## config.mk

```make
export PLATFORM = sky130hd
export DESIGN_NAME = traffic_light_controller_unit
export DESIGN_NICKNAME = d
export VERILOG_FILES = /design/src/tlc_pkg.sv /design/src/traffic_light_controller_unit.sv
export SDC_FILE = /design/constraint.sdc
export NUM_CORES = 1
export LEC_CHECK = 0
export ABC_AREA = 1
export BUFFER_PORTS_ARGS = -buffer_cell sky130_fd_sc_hd__buf_4
export CORE_MARGIN = 4
export CORE_UTILIZATION = 62
export CTS_CLUSTER_DIAMETER = 200
export CTS_CLUSTER_SIZE = 24
export DETAILED_ROUTE_END_ITERATION = 10
export GPL_ROUTABILITY_DRIVEN = 0
export GPL_TIMING_DRIVEN = 0
export PLACE_DENSITY = 0.81
export SYNTH_ARGS = -nofsm -noshare
export SYNTH_HDL_FRONTEND = slang
export SYNTH_SLANG_ARGS = --single-unit
```

## constraint.sdc

```tcl
create_clock -name clk -period 4.1 [get_ports clk]
set_input_delay 0.41 -clock clk [delete_from_list [all_inputs] [get_ports clk]]
set_output_delay 0.41 -clock clk [all_outputs]
set_load 0.02 [all_outputs]
```

## src/tlc_pkg.sv

```systemverilog
// ----------------------------------------------------------------------------
// tlc_pkg
// Types and constants shared by the traffic light controller.
// ----------------------------------------------------------------------------
package tlc_pkg;

    localparam int HOLD_W      = 14;
    localparam int HOLD_COUNT  = 6;
    localparam int CFG_INDEX_W = 3;

    typedef enum logic [2:0] {
        PH_NS_ALL_RED = 3'd0,
        PH_NS_GREEN   = 3'd1,
        PH_NS_YELLOW  = 3'd2,
        PH_EW_ALL_RED = 3'd3,
        PH_EW_GREEN   = 3'd4,
        PH_EW_YELLOW  = 3'd5
    } phase_t;

    typedef enum logic [1:0] {
        MODE_PLAIN   = 2'd0,
        MODE_WALK    = 2'd1,
        MODE_CONFIG  = 2'd2,
        MODE_CAMERA  = 2'd3
    } mode_t;

    localparam logic [CFG_INDEX_W-1:0] CFG_HOLD_NS_ALL_RED = 3'd0;
    localparam logic [CFG_INDEX_W-1:0] CFG_HOLD_NS_GREEN   = 3'd1;
    localparam logic [CFG_INDEX_W-1:0] CFG_HOLD_NS_YELLOW  = 3'd2;
    localparam logic [CFG_INDEX_W-1:0] CFG_HOLD_EW_ALL_RED = 3'd3;
    localparam logic [CFG_INDEX_W-1:0] CFG_HOLD_EW_GREEN   = 3'd4;
    localparam logic [CFG_INDEX_W-1:0] CFG_HOLD_EW_YELLOW  = 3'd5;

    localparam logic [HOLD_W-1:0] HOLD_RESET [HOLD_COUNT] = '{
        14'd500, 14'd6000, 14'd2000, 14'd500, 14'd6000, 14'd2000
    };

    localparam logic [7:0] LAMP_ALL_RED   = 8'h24;
    localparam logic [7:0] LAMP_NS_YELLOW = 8'h22;
    localparam logic [7:0] LAMP_NS_GREEN  = 8'h21;
    localparam logic [7:0] LAMP_EW_YELLOW = 8'h14;
    localparam logic [7:0] LAMP_EW_GREEN  = 8'h0C;
    localparam logic [7:0] LAMP_NS_WALK   = 8'h61;
    localparam logic [7:0] LAMP_EW_WALK   = 8'h8C;
    localparam logic [7:0] LAMP_FAULT     = 8'hFF;

    localparam logic [10:0] YELLOW_RUN_MS = 11'd2000;
    localparam logic [9:0]  MS_PER_SECOND = 10'd1000;
    localparam logic [15:0] SECONDS_MAX   = 16'hFFFF;

    localparam logic [2:0] EVT_NONE          = 3'd0;
    localparam logic [2:0] EVT_SNAPSHOT      = 3'd1;
    localparam logic [2:0] EVT_ARMED         = 3'd2;
    localparam logic [2:0] EVT_LEFT          = 3'd3;
    localparam logic [2:0] EVT_LEFT_RED_RUN  = 3'd4;

    typedef struct packed {
        logic       tick;
        logic       press_ns;
        logic       press_ew;
        logic       press_car;
        logic [1:0] mode_request;
    } tlc_item_t;

    typedef struct packed {
        logic [7:0]  lamps;
        logic [2:0]  phase;
        logic [1:0]  active_mode;
        logic [2:0]  camera_event;
        logic [15:0] dwell_seconds;
    } tlc_result_t;

endpackage

```

## src/traffic_light_controller_unit.sv

```systemverilog
// ----------------------------------------------------------------------------
// traffic_light_controller_unit
// Six-phase two-road light controller with walk requests and red-light camera.
// ----------------------------------------------------------------------------
// Items are taken while item_stall is low; each result is registered in the
// result register, or in the skid register if a result waits untaken. An
// item's work is one pass of compare and counter logic from the controller
// state to the result registers, so the sustained rate is one item per cycle
// while results are taken. The two-entry buffer keeps intake running while a
// result waits; item_stall rises only when both entries are full. Hold times
// are set via the config port at any time and take effect on the next item.

module traffic_light_controller_unit (
    input  logic                               clk,
    input  logic                               rst_n,
    input  logic                               item_valid,
    output logic                               item_stall,
    input  tlc_pkg::tlc_item_t                 item,
    output logic                               result_valid,
    input  logic                               result_stall,
    output tlc_pkg::tlc_result_t               result,
    input  logic                               cfg_valid,
    output logic                               cfg_ready,
    input  logic [tlc_pkg::CFG_INDEX_W-1:0]    cfg_index,
    input  logic [tlc_pkg::HOLD_W-1:0]         cfg_data
);
    import tlc_pkg::*;

    logic [HOLD_W-1:0] hold_reg [HOLD_COUNT];

    phase_t            phase_reg, phase_next;
    mode_t             mode_reg, mode_next;
    logic              started_reg, started_next;
    logic [13:0]       phase_ms_reg, phase_ms_next;
    logic              walk_ns_reg, walk_ns_next;
    logic              walk_ew_reg, walk_ew_next;
    logic              walk_active_reg, walk_active_next;
    logic              car_inside_reg, car_inside_next;
    logic              car_leaving_reg, car_leaving_next;
    logic              camera_running_reg, camera_running_next;
    logic              yellow_armed_reg, yellow_armed_next;
    logic [10:0]       yellow_ms_reg, yellow_ms_next;
    logic              red_run_reg, red_run_next;
    logic [9:0]        second_ms_reg, second_ms_next;
    logic [15:0]       seconds_reg, seconds_next;

    logic [2:0]        event_code;
    logic [15:0]       dwell;
    logic [7:0]        lamps;
    tlc_result_t       new_result;

    logic              result_valid_reg, result_valid_next;
    logic              skid_valid_reg, skid_valid_next;
    tlc_result_t       result_reg, result_next;
    tlc_result_t       skid_reg, skid_next;

    logic              accept;
    logic              take;

    assign cfg_ready    = 1'b1;
    assign item_stall   = skid_valid_reg;
    assign accept       = item_valid && !skid_valid_reg;
    assign take         = result_valid_reg && !result_stall;
    assign result_valid = result_valid_reg;
    assign result       = result_reg;

    always_ff @(posedge clk or negedge rst_n)
    begin
        if (!rst_n)
        begin
            for (int i = 0; i < HOLD_COUNT; i++)
            begin
                hold_reg[i] <= HOLD_RESET[i];
            end
        end
        else if (cfg_valid && cfg_index < CFG_INDEX_W'(HOLD_COUNT))
        begin
            hold_reg[cfg_index] <= cfg_data;
        end
    end

    // next state for one item
    always_comb
    begin
        logic start_item;
        logic [HOLD_W-1:0] hold_cur;
        phase_t adv;

        phase_next          = phase_reg;
        mode_next           = mode_reg;
        started_next        = started_reg;
        phase_ms_next       = phase_ms_reg;
        walk_ns_next        = walk_ns_reg;
        walk_ew_next        = walk_ew_reg;
        walk_active_next    = walk_active_reg;
        car_inside_next     = car_inside_reg;
        car_leaving_next    = car_leaving_reg;
        camera_running_next = camera_running_reg;
        yellow_armed_next   = yellow_armed_reg;
        yellow_ms_next      = yellow_ms_reg;
        red_run_next        = red_run_reg;
        second_ms_next      = second_ms_reg;
        seconds_next        = seconds_reg;
        event_code          = EVT_NONE;
        start_item          = 1'b0;
        hold_cur            = hold_reg[0];
        adv                 = PH_NS_ALL_RED;

        if (mode_t'(item.mode_request) != mode_next &&
            (phase_next == PH_NS_ALL_RED || phase_next == PH_EW_ALL_RED))
        begin
            phase_next          = PH_NS_ALL_RED;
            started_next        = 1'b0;
            mode_next           = mode_t'(item.mode_request);
            camera_running_next = 1'b0;
            yellow_armed_next   = 1'b0;
        end

        if (!started_next)
        begin
            start_item    = 1'b1;
            started_next  = 1'b1;
            phase_ms_next = '0;
            if (mode_next != MODE_PLAIN)
            begin
                walk_ns_next     = 1'b0;
                walk_ew_next     = 1'b0;
                walk_active_next = 1'b0;
                car_inside_next  = 1'b0;
                car_leaving_next = 1'b0;
            end
        end

        if (item.press_ns)
        begin
            walk_ns_next = 1'b1;
        end
        if (item.press_ew)
        begin
            walk_ew_next = 1'b1;
        end
        if (item.press_car)
        begin
            if (!car_inside_next)
            begin
                car_inside_next = 1'b1;
            end
            else
            begin
                car_leaving_next = 1'b1;
            end
        end

        if (item.tick && yellow_armed_next)
        begin
            yellow_ms_next = yellow_ms_next + 11'd1;
            if (yellow_ms_next >= YELLOW_RUN_MS)
            begin
                red_run_next      = 1'b1;
                yellow_armed_next = 1'b0;
            end
        end
        if (item.tick && camera_running_next)
        begin
            second_ms_next = second_ms_next + 10'd1;
            if (second_ms_next >= MS_PER_SECOND)
            begin
                second_ms_next = '0;
                if (seconds_next != SECONDS_MAX)
                begin
                    seconds_next = seconds_next + 16'd1;
                end
            end
        end

        if (mode_next == MODE_CAMERA)
        begin
            if (!camera_running_next && car_inside_next)
            begin
                red_run_next      = 1'b0;
                yellow_armed_next = 1'b0;
                if (phase_next == PH_NS_ALL_RED || phase_next == PH_EW_ALL_RED)
                begin
                    event_code = EVT_SNAPSHOT;
                end
                else if (phase_next == PH_NS_YELLOW || phase_next == PH_EW_YELLOW)
                begin
                    yellow_armed_next = 1'b1;
                    yellow_ms_next    = '0;
                    event_code        = EVT_ARMED;
                end
                seconds_next        = '0;
                second_ms_next      = '0;
                camera_running_next = 1'b1;
            end
            if (car_inside_next && car_leaving_next)
            begin
                car_inside_next     = 1'b0;
                car_leaving_next    = 1'b0;
                camera_running_next = 1'b0;
                event_code          = red_run_next ? EVT_LEFT_RED_RUN : EVT_LEFT;
            end
        end
        dwell = seconds_next;

        if (item.tick && !start_item)
        begin
            unique case (phase_next)
                PH_NS_ALL_RED: begin hold_cur = hold_reg[0]; adv = PH_NS_GREEN;   end
                PH_NS_GREEN:   begin hold_cur = hold_reg[1]; adv = PH_NS_YELLOW;  end
                PH_NS_YELLOW:  begin hold_cur = hold_reg[2]; adv = PH_EW_ALL_RED; end
                PH_EW_ALL_RED: begin hold_cur = hold_reg[3]; adv = PH_EW_GREEN;   end
                PH_EW_GREEN:   begin hold_cur = hold_reg[4]; adv = PH_EW_YELLOW;  end
                PH_EW_YELLOW:  begin hold_cur = hold_reg[5]; adv = PH_NS_ALL_RED; end
                default:       begin hold_cur = hold_reg[0]; adv = PH_NS_GREEN;   end
            endcase
            phase_ms_next = phase_ms_next + 14'd1;
            if (phase_ms_next >= hold_cur)
            begin
                phase_next    = adv;
                phase_ms_next = '0;
                if (mode_next != MODE_PLAIN)
                begin
                    unique case (adv)
                        PH_NS_ALL_RED:
                        begin
                            if (walk_ns_next)
                            begin
                                walk_active_next = 1'b1;
                            end
                        end
                        PH_NS_YELLOW:
                        begin
                            if (walk_active_next)
                            begin
                                walk_ns_next = 1'b0;
                            end
                            walk_active_next = 1'b0;
                        end
                        PH_EW_ALL_RED:
                        begin
                            if (walk_ew_next)
                            begin
                                walk_active_next = 1'b1;
                            end
                        end
                        PH_EW_YELLOW:
                        begin
                            if (walk_active_next)
                            begin
                                walk_ew_next = 1'b0;
                            end
                            walk_active_next = 1'b0;
                        end
                        default:
                        begin
                            walk_active_next = walk_active_next;
                        end
                    endcase
                end
            end
        end
    end

    // lamp decode from the post-item state
    always_comb
    begin
        logic walk;
        walk = walk_active_next && mode_next != MODE_PLAIN;
        unique case (phase_next)
            PH_NS_ALL_RED: lamps = LAMP_ALL_RED;
            PH_NS_GREEN:   lamps = walk ? LAMP_NS_WALK : LAMP_NS_GREEN;
            PH_NS_YELLOW:  lamps = LAMP_NS_YELLOW;
            PH_EW_ALL_RED: lamps = LAMP_ALL_RED;
            PH_EW_GREEN:   lamps = walk ? LAMP_EW_WALK : LAMP_EW_GREEN;
            PH_EW_YELLOW:  lamps = LAMP_EW_YELLOW;
            default:       lamps = LAMP_FAULT;
        endcase
    end

    always_comb
    begin
        new_result.lamps         = lamps;
        new_result.phase         = phase_next;
        new_result.active_mode   = mode_next;
        new_result.camera_event  = event_code;
        new_result.dwell_seconds = dwell;
    end

    // two-entry result buffer
    always_comb
    begin
        result_valid_next = result_valid_reg;
        skid_valid_next   = skid_valid_reg;
        result_next       = result_reg;
        skid_next         = skid_reg;
        if (skid_valid_reg)
        begin
            if (take)
            begin
                result_next     = skid_reg;
                skid_valid_next = 1'b0;
            end
        end
        else if (accept)
        begin
            if (!result_valid_reg || take)
            begin
                result_next       = new_result;
                result_valid_next = 1'b1;
            end
            else
            begin
                skid_next       = new_result;
                skid_valid_next = 1'b1;
            end
        end
        else if (take)
        begin
            result_valid_next = 1'b0;
        end
    end

    always_ff @(posedge clk)
    begin
        result_reg <= result_next;
        skid_reg   <= skid_next;
    end

    always_ff @(posedge clk or negedge rst_n)
    begin
        if (!rst_n)
        begin
            result_valid_reg   <= 1'b0;
            skid_valid_reg     <= 1'b0;
            phase_reg          <= PH_NS_ALL_RED;
            mode_reg           <= MODE_PLAIN;
            started_reg        <= 1'b0;
            phase_ms_reg       <= '0;
            walk_ns_reg        <= 1'b0;
            walk_ew_reg        <= 1'b0;
            walk_active_reg    <= 1'b0;
            car_inside_reg     <= 1'b0;
            car_leaving_reg    <= 1'b0;
            camera_running_reg <= 1'b0;
            yellow_armed_reg   <= 1'b0;
            yellow_ms_reg      <= '0;
            red_run_reg        <= 1'b0;
            second_ms_reg      <= '0;
            seconds_reg        <= '0;
        end
        else
        begin
            result_valid_reg <= result_valid_next;
            skid_valid_reg   <= skid_valid_next;
            if (accept)
            begin
                phase_reg          <= phase_next;
                mode_reg           <= mode_next;
                started_reg        <= started_next;
                phase_ms_reg       <= phase_ms_next;
                walk_ns_reg        <= walk_ns_next;
                walk_ew_reg        <= walk_ew_next;
                walk_active_reg    <= walk_active_next;
                car_inside_reg     <= car_inside_next;
                car_leaving_reg    <= car_leaving_next;
                camera_running_reg <= camera_running_next;
                yellow_armed_reg   <= yellow_armed_next;
                yellow_ms_reg      <= yellow_ms_next;
                red_run_reg        <= red_run_next;
                second_ms_reg      <= second_ms_next;
                seconds_reg        <= seconds_next;
            end
        end
    end

    a_skid_needs_result: assert property (@(posedge clk) disable iff (!rst_n)
        skid_valid_reg |-> result_valid_reg)
        else $error("skid entry held with empty result register");

    a_mode_change_all_red: assert property (@(posedge clk) disable iff (!rst_n)
        (mode_reg != $past(mode_reg)) |->
        ($past(phase_reg) == PH_NS_ALL_RED || $past(phase_reg) == PH_EW_ALL_RED))
        else $error("mode changed outside an all-red phase");

    a_camera_mode_only: assert property (@(posedge clk) disable iff (!rst_n)
        (camera_running_reg || yellow_armed_reg) |-> mode_reg == MODE_CAMERA)
        else $error("camera counters running outside camera mode");

endmodule
```

Word level (Yosys, flattened, before mapping)
Index checks and enable logic that the tools add are counted.

operators by class
  eq/ne operators = 19
  bitwise logic cells = 3
  $lt $le $gt $ge = 6
  $add $sub $neg = 4
  reduce and logical (&&, ||, !) cells = 32
  mux-type cells = 100

operator list
  operator                 count
  $mux W32                 4
  $bwmux W84               1
  $mux W16                 5
  $mux W14                 5
  $pmux W14 S5             1
  $mux W1                  58
  $mux W11                 5
  $demux W14 S3            1
  $mux W10                 4
  $pmux W8 S5              1
  $eq A3 B2 Y1 const B     7
  $mux W3                  7
  $add A16 B1 Y16 const B  1
  $ne A16 B16 Y1 const B   1
  $eq A3 B3 Y1 const B     5
  $pmux W3 S5              1
  $add A14 B1 Y14 const B  1
  $ge A14 B14 Y1           1
  $logic_not A3 Y1         4
  $add A11 B1 Y11 const B  1
  $ge A11 B11 Y1 const B   1
  $logic_and A1 B1 Y1      11
  $add A10 B1 Y10 const B  1
  $ge A10 B10 Y1 const B   1
  other kinds (18)         36

storage, ports and cells
  register bits after elaboration = 215
  bits of input ports = 28

Depth between registers and ports, before layout
Gate-level depths: netlist of run 1.

  depth in word-level cells = 19
  depth in mapped cells = 30
  depth with buffers taken out = 30

Least setup slack after synthesis of run 1
Ideal clock, no wire load.

  path type = input -> register
  start = input port item[1] (netlist name)
  end = register skid_reg[31] (netlist name) (data pin)
  required time = 3.845 ns
  arrival = 3.508 ns
  path slack = 0.337 ns
  path buffers = 1
  stages = 27
  path through = inv_1 > nand2_1 > nand2_1 > nand3_1 > nand2_8 > nand2_8 > buf_8 > nor2_1 > ha_1 > inv_1 > nor2_1 > nand2_1 > xor2_1 > inv_2 > ha_1 > nand2_1 > inv_1 > and3_1 > nand2_1 > o211ai_1 > nand2_2 > inv_1 > o21ai_4 > inv_1 > nand2_2 > nand2_1 > and2_1

between the ends
  elaborated cells on any way between the ends = 50
  those cells by class = add/sub: 1; order compare: 1; eq/ne: 14; mux: 26; reduce/logical: 8

RTL lines
  what                                                                     RTL line                              RTL
  start: declaration                                                       traffic_light_controller_unit.sv:18   input tlc_pkg::tlc_item_t item,
  $ne A2 B2 Y1 (*)                                                         traffic_light_controller_unit.sv:109  if (mode_t'(item.mode_request) != mode_next &&
  $logic_and A1 B1 Y1 (*)                                                  traffic_light_controller_unit.sv:109
  parallel branches: the longest is 6 deep, another holds $add A14 B1 Y14  -
  $mux W3 (*)                                                              traffic_light_controller_unit.sv:206  if (item.tick && !start_item)
  via phase_next[1]                                                        traffic_light_controller_unit.sv:31   phase_t phase_reg, phase_next;
  $eq A3 B2 Y1 or $logic_not A3 Y1 (tied branches)                         traffic_light_controller_unit.sv:270  unique case (phase_next)
  $reduce_or A2 Y1 (no source line)                                        -
  $pmux W8 S5 (*)                                                          traffic_light_controller_unit.sv:270
  via lamps[7]                                                             traffic_light_controller_unit.sv:49   logic [7:0] lamps;
  end signal: assignment                                                   traffic_light_controller_unit.sv:327  skid_reg <= skid_next;
  end: declaration                                                         traffic_light_controller_unit.sv:55   tlc_result_t skid_reg, skid_next;

Mark *: on every way through the listed nets, which the timed path passes. The select of a mux whose other input is x is not followed.
A chain may end at the register's enable or synchronous reset.

==> results of run 1 <==
-- cells in the mapped netlist (2+ instances only) --
| cell type | instances |
|---|---|
| o21ai_1 | 16 |
| and3_1 | 2 |
| nor2_8 | 2 |
| dfstp_2 | 38 |
| buf_4 | 2 |
| ha_1 | 19 |
| o211ai_1 | 4 |
| dfrtp_1 | 113 |
| nand3b_1 | 4 |
| nor4_1 | 2 |
| and2_1 | 3 |
| nor2_1 | 68 |
| xnor2_1 | 2 |
| inv_2 | 13 |
| o22ai_1 | 12 |
| o21ai_2 | 4 |
| edfxtp_1 | 64 |
| a31oi_1 | 14 |
| a21oi_2 | 2 |
| nand2_1 | 363 |
| buf_1 | 2 |
| nand2_4 | 7 |
| clkbuf_1 | 35 |
| inv_1 | 141 |
| buf_6 | 3 |
| nor2_4 | 4 |
| a221oi_1 | 13 |
| nand4_1 | 16 |
| nand3_1 | 71 |
| a22o_1 | 10 |
| nand2_2 | 10 |
| nor3_1 | 12 |
| nand2_8 | 2 |
| xor2_1 | 24 |
| nor2_2 | 13 |
| a21oi_1 | 17 |
| a32o_1 | 2 |
| o21ai_0 | 165 |
| buf_2 | 4 |
| or2_2 | 5 |
| nor3_2 | 3 |
-- area by class of cell --
class | count | area [µm²]
Multi-Input combinational cell | 901 | 4890
Inverter | 155 | 587
Fill cell | 1267 | 4660
Sequential cell | 215 | 5750
Clock buffer | 20 | 352
Timing Repair Buffer | 90 | 711
Buffer | 47 | 246
Tap cell | 225 | 282
-- worst register-to-register path: cells and delay by family (launching register included) --
kind            cells  cell delay, ns
compound gates      3            0.52
xor+xnor            1            0.16
fa+ha+maj           1            0.31
buf+inv             4            0.54
flops               1            0.42
simple gates       19            1.91
-- kinds of logic after synthesis --
logic type	synth area share, %
buf+inv	7.21
other cells	0.0335
simple gates	23.5
fa+ha+maj	2.12
xor+xnor	2.32
flops	51.3
compound gates	13.5
-- what timing repair did --
item                       in CTS  in global routing
pin swaps                       4                 27
resized for setup              32                 57
setup endpoints to repair      36                 30
setup buffers                   5                 23
-- final timing paths --
kind | endpoint | slack [ns] | depth (start not counted)
worst max-delay path | result[26]$_DFFE_PP_ | 0.003 | 28
worst min-delay path | seconds_reg[5]$_DFFE_PN0P_ | -0.02 | 1
worst max register to register | result[26]$_DFFE_PP_ | 0.003 | 28
worst min register to register | walk_ew_reg$_DFFE_PN0P_ | 0.49 | 2
max in group asynchronous | hold_reg[4]$_DFFE_PN1P_ | 3.26 | 2
min in group clk | hold_reg[43]$_DFFE_PN0P_ | 0.29 | 3
-- power breakdown --
group / switching, mW / internal, mW / total, mW
clock: 0.686 / 0.595 / 1.28
sequential: 0.373 / 3.00 / 3.37
combinational: 2.81 / 1.62 / 4.44
total: 3.87 / 5.21 / 9.09
-- stage by stage --
stage | instances | setup WS (ns) | hold WS (ns) | TNS (ns)
3_3_place_gp | 1604 | -0.404 | 0.462 | -9.46
5_1_grt | 1653 | -0.187 | 0.0391 | -1.60
3_5_place_dp | 1605 | -0.511 | 0.469 | -7.38
4_1_cts | 1630 | 0.0155 | 0.00905 | 0
6_report | 1653 | 0.00339 | -0.0238 | 0
2_1_floorplan | 1318 | 0.337 | 0.114 | 0
-- per-layer routing --
layer	vias to the layer above	global-route usage (%)
li1	4557	-
met1	4699	37.4
met2	383	45.0
met3	67	3.09
met4	0	7.30
met5	-	0
==> summary.md, run 1 <==
| Metric | Value |
|---|---|
| Final setup fails | 0 |
| Post-synthesis cell type count | 53 |
| Root Driver | clkbuf_16 |
| FFs w/ async S/R, synth | 70.2% |
| Clock Path Buffers | 3 |
| Ys flop type | dfrtp_1 |
| Dpl cell area | 12000 µm² |
| Hold Crit Class | in -> async |
| Crit path max fanout | 7 |
| Fin util | 73.4% |
| Ranking of synthesized cells by area | dfrtp_1 25%, edfxtp_1 17%, nand2_1 12% |
| Yosys warns | 0 |
| Clock tree from TritonCTS | yes |
| Vias | 9706 |
| Max-slew headroom | 34.6% |
| Initial DRC Count | 957 |
| GRT overflow | 0 |
| Leakage | 5.85 nW |
| Post-DP HPWL | roughly 20000 µm |
| CP max-delay cell | dfrtp_1 |
| Total CTS buffers | 12 |
| Reg-to-reg startpoint | mode_reg[1]$_DFFE_PN0P_ |
| Synth Register Bits | 215 |
| CP bufs+invs | 4 |
| First-pass GRT wire length | roughly 45000 µm |
| Total Power | 9.09 mW |
| Cts hold-fix bufs | 0 |
| Tot GR Track Use | a little over a quarter |
| Crit path required time | 4.33 ns |
| Top routing layer used | met4 |
| Number of global-route vias before repair | 9110 |
| Syn_nets | 1365 |
| DR vias/cell | 5.87 |
| Max frequency | 244 MHz |
| Worst-Skew Late Latency | approximately 0.47 ns |
| Syn avg cell area | 8.50 µm² |
| Area Overhead vs Synth | 14.5% |
| Sequential-to-total area share from yosys stat | 51.3% |
| Peak VDD IR | 0.630 mV |
| WL per Instance | 17.0 µm |
| Drt first pass iters | 8 |
| Initial antenna violation count | 0 |
| EDFF count, synth | 64 |
| Met3 wire length | 1860 µm |
| Die Width | 142 µm |
| Pwr/cell area | 709 nW/µm² |
| Cell count after synthesis | 1318 |
| Post-synthesis instance area | roughly 11000 µm² |
| Drt total wl | 28200 µm |
| Final ANT Viol Nets | 0 |
| Failing checks | hold timing |
| Crit-path max cell delay | 0.42 ns |
| Max Clock Skew | 0.00894 ns |
| Die area | just over 20000 µm² |
| Nets | 1469 |
| RSZ-0062 raised after global routing | yes |
| Top Ports | 63 |
| CP dominant cell by count | nand2_1 |
| Die Y | around 140 µm |
| Final Cycle Share | 99.9% |
| Core Rows | 48 |
| Max reg flops | 84 |
| Top-area cell type share of the netlist area | 25.2% |
| CP top delay family | simple AND/OR/NAND/NOR gates |
| Crit end category | flop |
| Crit path time final | roughly 4.1 ns |
| Drt drc | 0 |
| Metal2 WL | 13700 µm |
| Port bufs | 61 |
| Final Cell Area | 12800 µm² |
| Initial Util | between 60% and 70% |
| Hold Fails Final Rpt | 35 |
| Largest net degree at the start of global routing | 78 |
| Critical path startpoint | mode_reg[1]$_DFFE_PN0P_ |
| Commonest non-fill, non-tap cells in the layout | 352 x nand2_1, 157 x o21ai_0, 135 x inv_1 |
| Final hold slack | -0.0238 ns |
| Most common cell after layout, fill and taps aside | nand2_1 |
| H-Tree Depth | 1 |
| Slew @ Worst Pin | 0.978 ns |
| CP startpoint kind | flop |
| Antenna diodes | 0 |
| Met1 WL | between 10000 and 15000 µm |
| Status | finished, violations left |
| Post-synthesis cell type with the largest combined area | dfrtp_1 |
| Share of cells above drive strength 1 | 19.3% |
| Max cap viols | 0 |
| Reg clk slew, reported paths | 0.10 ns |
| Slew Limit Fails | 0 |
| CTS Sinks | 215 |
| Crit Path Category | reg -> reg |
| Critical Path AT | 4.32 ns |
| Core area | 17500 µm² |
No activity file was read; power rests on OpenSTA's default activity.
==> run 2: changes to the inputs <==
--- a/config.mk
+++ b/config.mk
@@ -7,6 +7,7 @@
 export LEC_CHECK = 0
 export ABC_AREA = 1
 export BUFFER_PORTS_ARGS = -buffer_cell sky130_fd_sc_hd__buf_4
+export CORE_ASPECT_RATIO = 1.25
 export CORE_MARGIN = 4
 export CORE_UTILIZATION = 62
 export CTS_CLUSTER_DIAMETER = 200
==> summary.md, run 2 (synthesized netlist as in run 1, its figures left out) <==
| Metric | Value |
|---|---|
| Root Driver | clkbuf_16 (unchanged) |
| Die Width | 128 µm (was 142 µm) |
| CP startpoint kind | flop (unchanged) |
| Final ANT Viol Nets | 0 (unchanged) |
| Tot GR Track Use | 27.8% (was 26.8%) |
| Number of global-route vias before repair | 9202 (was 9110) |
| Pwr/cell area | 709 nW/µm² (about the same) |
| Share of cells above drive strength 1 | 19.7% (was 19.3%) |
| Drt drc | 0 (unchanged) |
| Max Clock Skew | 0.0184 ns (was 0.00894 ns) |
| Reg clk slew, reported paths | 0.10 ns (about the same) |
| Total CTS buffers | 12 (unchanged) |
| First-pass GRT wire length | 45300 µm (was 44700 µm) |
| Commonest non-fill, non-tap cells in the layout | 351 x nand2_1, 161 x o21ai_0, 134 x inv_1 (was 352 x nand2_1, 157 x o21ai_0, 135 x inv_1) |
| Area Overhead vs Synth | 15.1% (was 14.5%) |
| Final setup fails | 0 (unchanged) |
| CP dominant cell by count | nand2_2 (was nand2_1) |
| Layout fillers | 1294 (was 1267) |
| Hold Crit Class | in -> reg (was in -> async) |
| Dpl cells | 1605 (unchanged) |
| RSZ-0062 raised after global routing | yes (unchanged) |
| Vias | 9729 (was 9706) |
| CP top delay family | simple AND/OR/NAND/NOR gates (unchanged) |
| Status | finished clean (was finished, violations left) |
| Initial Util | 63.5% (was 64.1%) |
| Max cap viols | 0 (unchanged) |
| Crit Path Category | reg -> reg (unchanged) |
| Post-DP HPWL | 20000 µm (was 19700 µm) |
| Peak VDD IR | 0.390 mV (was 0.630 mV) |
| Die Y | 158 µm (was 142 µm) |
| Core Rows | 54 (was 48) |
| Drt total wl | 29200 µm (was 28200 µm) |
| CP max-delay cell | dfrtp_2 (was dfrtp_1) |
| Leakage | 5.89 nW (was 5.85 nW) |
| CTS Sinks | 215 (unchanged) |
| Clock Path Buffers | 3 (unchanged) |
| Crit-path max cell delay | 0.50 ns (was 0.42 ns) |
| Nets | 1473 (was 1469) |
| Worst-Skew Late Latency | 0.48 ns (was 0.47 ns) |
| Core area | 17600 µm² (was 17500 µm²) |
| Most common cell after layout, fill and taps aside | nand2_1 (unchanged) |
| WL per Instance | 17.6 µm (was 17.0 µm) |
| Die area | 20300 µm² (about the same) |
| Hold Fails Final Rpt | 0 (was 35) |
| Crit path required time | 4.45 ns (was 4.33 ns) |
| Pre-CTS WS | -0.629 ns (was -0.511 ns) |
| Crit path time final | 4.06 ns (was 4.10 ns) |
| Initial DRC Count | 1004 (was 957) |
| PnR worst setup slack | 0.0386 ns (was 0.00339 ns) |
| Setup TNS | 0 ns (unchanged) |
| Crit path max fanout | 7 (unchanged) |
| Slew Limit Fails | 0 (unchanged) |
| Critical Path AT | 4.42 ns (was 4.32 ns) |
| Top Ports | 63 (unchanged) |
| Clock tree from TritonCTS | yes (unchanged) |
| H-Tree Depth | 1 (unchanged) |
| Port bufs | 61 (unchanged) |
| GRT overflow | 0 (unchanged) |
| DR vias/cell | 5.88 (was 5.87) |
| CP bufs+invs | 7 (was 4) |
| Crit end category | flop (unchanged) |
| Max reg flops | 84 (unchanged) |
| Final Cycle Share | 99.1% (was 99.9%) |
| Non-Filler Instances | 1656 (was 1653) |
| Slew @ Worst Pin | 0.960 ns (was 0.978 ns) |
| Drt first pass iters | 6 (was 8) |
| Max frequency | 246 MHz (was 244 MHz) |
| Total Power | 9.14 mW (was 9.09 mW) |
| Initial antenna violation count | 0 (unchanged) |
| Largest net degree at the start of global routing | 99 (was 78) |
| Antenna diodes | 0 (unchanged) |
| Max-slew headroom | 35.8% (was 34.6%) |
## run 2: final timing paths
| kind | startpoint | to | slack [ns] | cells after the start |
|---|---|---|---|---|
| hold reg to reg | hold_reg[55]$_DFFE_PN0P_ | hold_reg[55]$_DFFE_PN0P_ | 0.50 | 2 |
| setup / recovery | phase_reg[1]$_DFFE_PN0P_ | result[30]$_DFFE_PP_ | 0.04 | 26 |
| min in group asynchronous | rst_n | second_ms_reg[6]$_DFFE_PN0P_ | 0.46 | 2 |
| max in group asynchronous | rst_n | hold_reg[7]$_DFFE_PN1P_ | 2.75 | 3 |
| setup reg to reg | phase_reg[1]$_DFFE_PN0P_ | result[30]$_DFFE_PP_ | 0.04 | 26 |
| hold / removal | result_stall | item_stall$_DFF_PN0_ | 0.23 | 3 |
## run 2: layer usage
| metal | routed length [µm] | GRT usage (%) |
|---|---|---|
| met5 | 0 | 0 |
| met3 | 1590 | 3.09 |
| met1 | 11200 | 33.4 |
| met4 | 1300 | 13.1 |
| met2 | 15200 | 50.0 |
## run 2: power breakdown
group          switching (mW)  leakage [nW]  internal [mW]
Clock                   0.687         0.168          0.595
Combinational            2.83          3.28           1.66
Sequential              0.374          2.45           2.99
Total                    3.89          5.89           5.25
## run 2: timing repair
item	CTS	global route
hold buffers	1	0
resized for setup	27	58
setup buffers	9	20
endpoints found under the setup margin	29	33
cloned	0	1
pin swaps	7	28
endpoints found under the hold margin	53	0
## run 2: through the flow
step                area, µm²  hold WS, ns  utilization, %
floorplan               11200        0.114               -
global placement        11900        0.462            67.7
detailed placement      12000        0.412            68.1
CTS                     12500        0.219            71.0
global route            12900        0.235            73.1
finish                  12900        0.230            73.1
## run 2: final cells by class
cell class | instances | area [µm²] | area share (%)
buffer | 47 | 253 | 1.96
inverter | 155 | 587 | 4.55
clock buffer | 20 | 352 | 2.73
timing repair buffer | 94 | 777 | 6.02
sequential | 215 | 5750 | 44.6
tap | 224 | 280 | 2.17
multi-input combinational | 901 | 4900 | 38.0
## run 2: tightest hold or removal path, cell delays in order
cell and delay [ns]:
buf_4 0.11, o21ai_0 0.08, o21ai_0 0.07
